<file path="config.mk">
export PLATFORM = sky130hd
export DESIGN_NAME = ppit_mul
export DESIGN_NICKNAME = d
export VERILOG_FILES = /design/src/hdl/ppit_pkg.sv /design/src/hdl/ppit_mul.sv
export SDC_FILE = /design/constraint.sdc
export NUM_CORES = 2
export LEC_CHECK = 0
export BUFFER_PORTS_ARGS = -buffer_cell sky130_fd_sc_hd__buf_2
export CORE_MARGIN = 2
export CORE_UTILIZATION = 40
export CTS_CLUSTER_DIAMETER = 150
export DETAILED_ROUTE_END_ITERATION = 10
export PLACE_DENSITY = 0.68
export SETUP_SLACK_MARGIN = 0.15
export SLEW_MARGIN = 20
export SYNTH_ARGS = -nofsm -noshare
export SYNTH_HDL_FRONTEND = slang
export SYNTH_SLANG_ARGS = --single-unit
</file>
<file path="constraint.sdc">
create_clock -name clk -period 16 [get_ports clk]
set_input_delay 0.8 -clock clk [delete_from_list [all_inputs] [get_ports clk]]
set_output_delay 0.8 -clock clk [all_outputs]
set_load 0.01 [all_outputs]
</file>
<file path="src/hdl/ppit_pkg.sv">
// Shared constants, types and codes for the periodic polyline intersection test.
`default_nettype none
package ppit_pkg;

  localparam int MAX_VERTICES = 256;
  localparam int VTX_AW       = $clog2(MAX_VERTICES);
  localparam int CNT_W        = $clog2(MAX_VERTICES + 1);
  localparam int VTX_W        = 64;
  localparam int CRD_IN_W     = 32;
  localparam int COORD_W      = 34;
  localparam int TOL_W        = 31;
  localparam int PER_W        = 31;
  localparam logic [TOL_W-1:0] TOL_RESET = TOL_W'(66);

  // shared multiplier: MUL_W x MUL_W, MUL_DIG bits of the second operand a step
  localparam int MUL_W     = 72;
  localparam int MUL_DIG   = 8;
  localparam int MUL_STEPS = MUL_W / MUL_DIG;
  localparam int MUL_CW    = $clog2(MUL_STEPS);

  localparam logic [1:0] OP_LOAD_L = 2'd0;
  localparam logic [1:0] OP_LOAD_R = 2'd1;
  localparam logic [1:0] OP_EVAL   = 2'd2;

  typedef struct packed {
    logic signed [COORD_W-1:0] x;
    logic signed [COORD_W-1:0] s;
  } pt_t;

  typedef struct packed {
    logic done;
    logic hit;
  } seg_res_t;

endpackage
`default_nettype wire

</file>
<file path="src/hdl/ppit_mul.sv">
// Digit-serial unsigned multiplier, MUL_DIG bits of opb per cycle while busy.
`default_nettype none
module ppit_mul (
  input  wire logic                         clk,
  input  wire logic                         rst_n,
  input  wire logic                         start,
  input  wire logic [ppit_pkg::MUL_W-1:0]   opa,
  input  wire logic [ppit_pkg::MUL_W-1:0]   opb,
  output logic                              done,
  output logic [2*ppit_pkg::MUL_W-1:0]      prod
);

  localparam int W  = ppit_pkg::MUL_W;
  localparam int DG = ppit_pkg::MUL_DIG;

  logic [W-1:0]          a_r;
  logic [W-1:0]          b_r;
  logic [2*W-1:0]        acc_r;
  logic [ppit_pkg::MUL_CW-1:0] cnt_r;
  logic                  busy_r;
  logic                  done_r;
  logic [W+DG-1:0]       pp;
  logic [2*W+DG-1:0]     sum;
  logic [2*W-1:0]        acc_nxt;

  // add the partial product at the top, then shift one digit down
  always_comb begin
    pp      = a_r * b_r[DG-1:0];
    sum     = {{DG{1'b0}}, acc_r} + {pp, {W{1'b0}}};
    acc_nxt = sum[2*W+DG-1:DG];
  end

  always_ff @(posedge clk) begin
    if (!rst_n) begin
      busy_r <= 1'b0;
      done_r <= 1'b0;
      cnt_r  <= '0;
    end else begin
      done_r <= 1'b0;
      if (start) begin
        a_r    <= opa;
        b_r    <= opb;
        acc_r  <= '0;
        cnt_r  <= '0;
        busy_r <= 1'b1;
      end else if (busy_r) begin
        acc_r <= acc_nxt;
        b_r   <= b_r >> DG;
        cnt_r <= cnt_r + ppit_pkg::MUL_CW'(1);
        if (cnt_r == ppit_pkg::MUL_CW'(ppit_pkg::MUL_STEPS - 1)) begin
          busy_r <= 1'b0;
          done_r <= 1'b1;
        end
      end
    end
  end

  assign done = done_r;
  assign prod = acc_r;

endmodule
`default_nettype wire

</file>
Word-level counts from Yosys, hierarchy flattened
Index checks and enable logic that the tools add are counted.
- bits in latches: 0
- word-level logic and storage cells: 24
- ROM bits: 0
- RAM bits: 0
- output and inout port bits: 145
- flip-flop bits (word level): 294
- input bits: 147
- memories kept: 0
- multiply operators: 1
- multiplexer cells: 7
- shift operators: 0
- bitwise operators: 2
- add/subtract/negate cells: 2
- magnitude comparators: 0
- reduce and logical (&&, ||, !) cells: 5
- equality and inequality tests: 1
- divide/modulo/power cells: 0
- operator list (cell ; count):
    $add 144x152->152 ; 1
    $mux 144 ; 1
    $mux 72 ; 2
    $mul 72x8->80 ; 1
    $add 4x1->4 const B ; 1
    $eq 4x4->1 const B ; 1
    $mux 1 ; 4
    $reduce_and 2->1 ; 2
    $reduce_or 3->1 ; 1
    $not 1->1 ; 2
    $reduce_bool 2->1 ; 1
    $reduce_or 2->1 ; 1

Longest topological paths before layout
- depth in word-level cells: 4
- gate-level depth with buffers: 35
- mapped depth without buffers: 33

Worst setup path before layout
OpenSTA, ideal clock, no wires.
- path kind: register to register
- from: register b_r[6]
- to: register acc_r[143] (netlist: prod[143]) (data pin)
- buffers on the path: 2
- clock period less this slack: 8.251 ns
- path slack: 7.749 ns
- required time: 15.738 ns
- library setup time: 0.262 ns
- cell stages (with the launch flop): 34
- arrival: 7.989 ns
- cells stage by stage: edfxtp_1 > clkbuf_1 > clkbuf_1 > nand2_1 > fa_1 > fa_1 > inv_1 > fa_1 > inv_1 > fa_1 > inv_1 > ha_1 > a21oi_1 > o211ai_1 > a2111oi_0 > nor2_1 > a31o_2 > a21o_1 > a21oi_1 > o21ai_0 > a31oi_1 > xnor2_1 > ha_1 > nand4_1 > nor3_1 > nand2_1 > nor4_1 > a32o_1 > o21ai_1 > o41a_1 > o211ai_1 > nand2_1 > nor4b_2 > mux2_1
- word-level cells in the longest chain between the ends: 3
- RTL lines (item ; line ; text):
    start, declared ; ppit_mul.sv:17 ; logic [W-1:0] b_r;
    start signal, assigned ; ppit_mul.sv:42 ; b_r <= opb;
    start signal, assigned ; ppit_mul.sv:48 ; b_r <= b_r >> DG;
    $mul 72x8->80 ; ppit_mul.sv:28 ; pp = a_r * b_r[DG-1:0];
    $add 144x152->152 ; ppit_mul.sv:29 ; sum = {{DG{1'b0}}, acc_r} + {pp, {W{1'b0}}};
    $mux 144 ; ppit_mul.sv:46 ; end else if (busy_r) begin
    end signal, assigned ; ppit_mul.sv:47 ; acc_r <= acc_nxt;
    end, declared ; ppit_mul.sv:18 ; logic [2*W-1:0] acc_r;
Every way passes these cells. The select of a mux whose other input is x is not followed.
A chain may end at the register's enable or synchronous reset.

Worst setup path in the final report
Same ends and word-level chain as after synthesis.

==> results.ini <==
[clocking]
clock_sinks=294
hold_buffers=0
post_cts_buffers=0
cts_tree=built
path_clk_slew_ps=60
htreeDepth=2
cts_buffers=38
ctsResizeCount=0
root_buffer=clkbuf_16
clock_path_buffers=3
clk_latency_ps=610

[layout]
final_cell_mix=421 x fa_1, 413 x and2_1, 369 x inv_1
fin_cells=4647
drive_above_1_share_pct=13.1
final_common_cell=fa_1
finalInstanceArea_um2=36800
syn_to_final_growth_pct=9.69
antenna-diode-count=0
nets=4283

[timing]
final_max_slew_viol_count=0
max_freq_mhz=97.4
setup_viol=0
worst_slack_ps=5730
finalCritPeriodShare_pct=64.2
grt_setup_unrepaired=false
slew_headroom_pct=33.0
worstMarginPinSlew_ps=1000
fin_skew_ps=42.4
tns_ps=0
period_needed_ps=10270
hold_viol=0

[die]
die_x_um=294
placementRows=106
die-area_um2=86200
die_h_um=294
initial_core_util_pct=40.2
ios=292
core_area_um2=83400

[synth]
ys.flop_type=edfxtp_1
synthArstFlopShare_pct=0
post_synth_num_cell_types=82
synth_edf_count=288
yosysWarnings=0
syn_area_per_cell_um2=9.84
ys_ff_latch=294
synth_nets=4156
synth_seq_area_share_pct=26.1
netlist_area_um2=33600
postSynthCellCount=3410

[placement]
placed_area_um2=35400
portBuffers=291
dpl.cell_count=4576
place_congestion=0.941
dp_hpwl_um=71400
place_ws_ps=5880

[global_route]
globalRoute.totalOverflow=0
grt_pass1_wl_um=144000
antenna_found_initial=1
grt_pass1_vias=25330
grt_util_all_layers_pct=21.3
grt_max_degree=182

[status]
status=completed

[setup_path]
worstPathRequired_ps=16330
cp_slowest_cell=edfxtp_1
cp_common_cell=fa_1
cpPeakStageDelay_ps=830
worst_setup_path_end_kind=register
crit_path_start_kind=register
path_max_fanout=55
crit_type=register to register
crit_arrival_ps=10600

[flow_run]
maxCapViolCount=0

[detailed_routing]
dr.first_iter.drc_count=1699
ant_nets=0
drt_pre_antenna_iters=5
vias=24764
wirelength_um=91100
drc=0
vias_per_cell=5.33
routedWlPerCell_um=19.6

[min_path]
min_path_type=input port to register

==> worst max-delay path: cells and delay by family, from the launching register on <==
family,cells,cell delay (ps)
adder cells (fa/ha/maj),6,2690
AO/OA/AOI/OAI,12,3400
XOR/XNOR,1,170
buffers and inverters,4,710
AND/OR/NAND/NOR,8,1830
multiplexers,1,350
flip-flops,1,830
==> layer usage <==
metal  GRT usage, %  up-vias  routed length (um)
met1           27.6    12401               37700
met4           6.88        2                2950
li1               -    11514                   -
met2           36.6      717               45200
met5              0        -                  13
met3           3.23      130                5320
==> Yosys cell counts (6+ instances only) <==
library cell | count | area, um2
and3_1 | 12 | 75.1
a21oi_1 | 198 | 991
or2_2 | 8 | 50.1
xnor2_1 | 85 | 744
o21a_1 | 17 | 128
o31ai_1 | 8 | 60.1
nor2_1 | 154 | 578
nand3_1 | 39 | 195
o21ai_1 | 10 | 50.1
a31oi_1 | 20 | 125
buf_4 | 72 | 541
nand2_1 | 311 | 1170
nand2b_1 | 9 | 56.3
a311oi_1 | 7 | 61.3
nor4_1 | 7 | 43.8
a21boi_0 | 11 | 82.6
and2_1 | 413 | 2580
nor2b_1 | 87 | 544
fa_1 | 421 | 8430
nor3_1 | 31 | 155
mux2_2 | 69 | 777
buf_2 | 21 | 105
a21o_1 | 68 | 510
o211ai_1 | 13 | 97.6
o21ai_0 | 100 | 500
nand4_1 | 45 | 282
clkbuf_1 | 124 | 465
xor2_1 | 57 | 499
edfxtp_1 | 288 | 8650
ha_1 | 178 | 2230
o21bai_1 | 36 | 270
inv_1 | 370 | 1390
a211oi_1 | 15 | 113
o221ai_1 | 6 | 52.6
dfxtp_1 | 6 | 120
==> sequential cells by signal, indices dropped and copies added (netlist names) <==
register / count
a_r: 72
b_r: 72
busy_r: 1
cnt_r: 4
done: 1
prod: 144
==> per-stage QoR <==
step / utilization, % / hold WS (ps)
finish: 44.1 / 362
global route: 44.1 / 341
CTS: 44.1 / 326
detailed placement: 42.4 / 515
global placement: 42.4 / 487
floorplan: - / 472
==> kinds of logic after synthesis <==
family / synth area share (%)
AOI/OAI and AO/OA: 10.8
DFF: 26.1
muxes: 2.41
xor gates and xnor gates: 3.71
and+or+nand+nor: 17.8
buffers and inverters: 7.47
adders and majority gates: 31.7
==> worst paths after layout <==
kind | depth (start not counted) | startpoint | slack [ps] | end
setup / recovery | 32 | b_r[6] | 5730 | prod[143]
hold reg to reg | 2 | cnt_r[3] | 520 | cnt_r[3]
hold / removal | 1 | opa[42] | 360 | a_r[42]
setup reg to reg | 32 | b_r[6] | 5730 | prod[143]
==> cell type report <==
| cell class | count | area, um2 |
|---|---|---|
| Sequential cell | 294 | 8770 |
| Tap cell | 1080 | 1350 |
| Inverter | 370 | 1390 |
| Clock buffer | 45 | 1030 |
| Clock inverter | 25 | 369 |
| Multi-Input combinational cell | 2527 | 22300 |
| Fill cell | 8010 | 46600 |
| Timing Repair Buffer | 306 | 1610 |
Power is not shown: default switching activity piles up to over one toggle a cycle in this logic, so the estimate is an artifact.
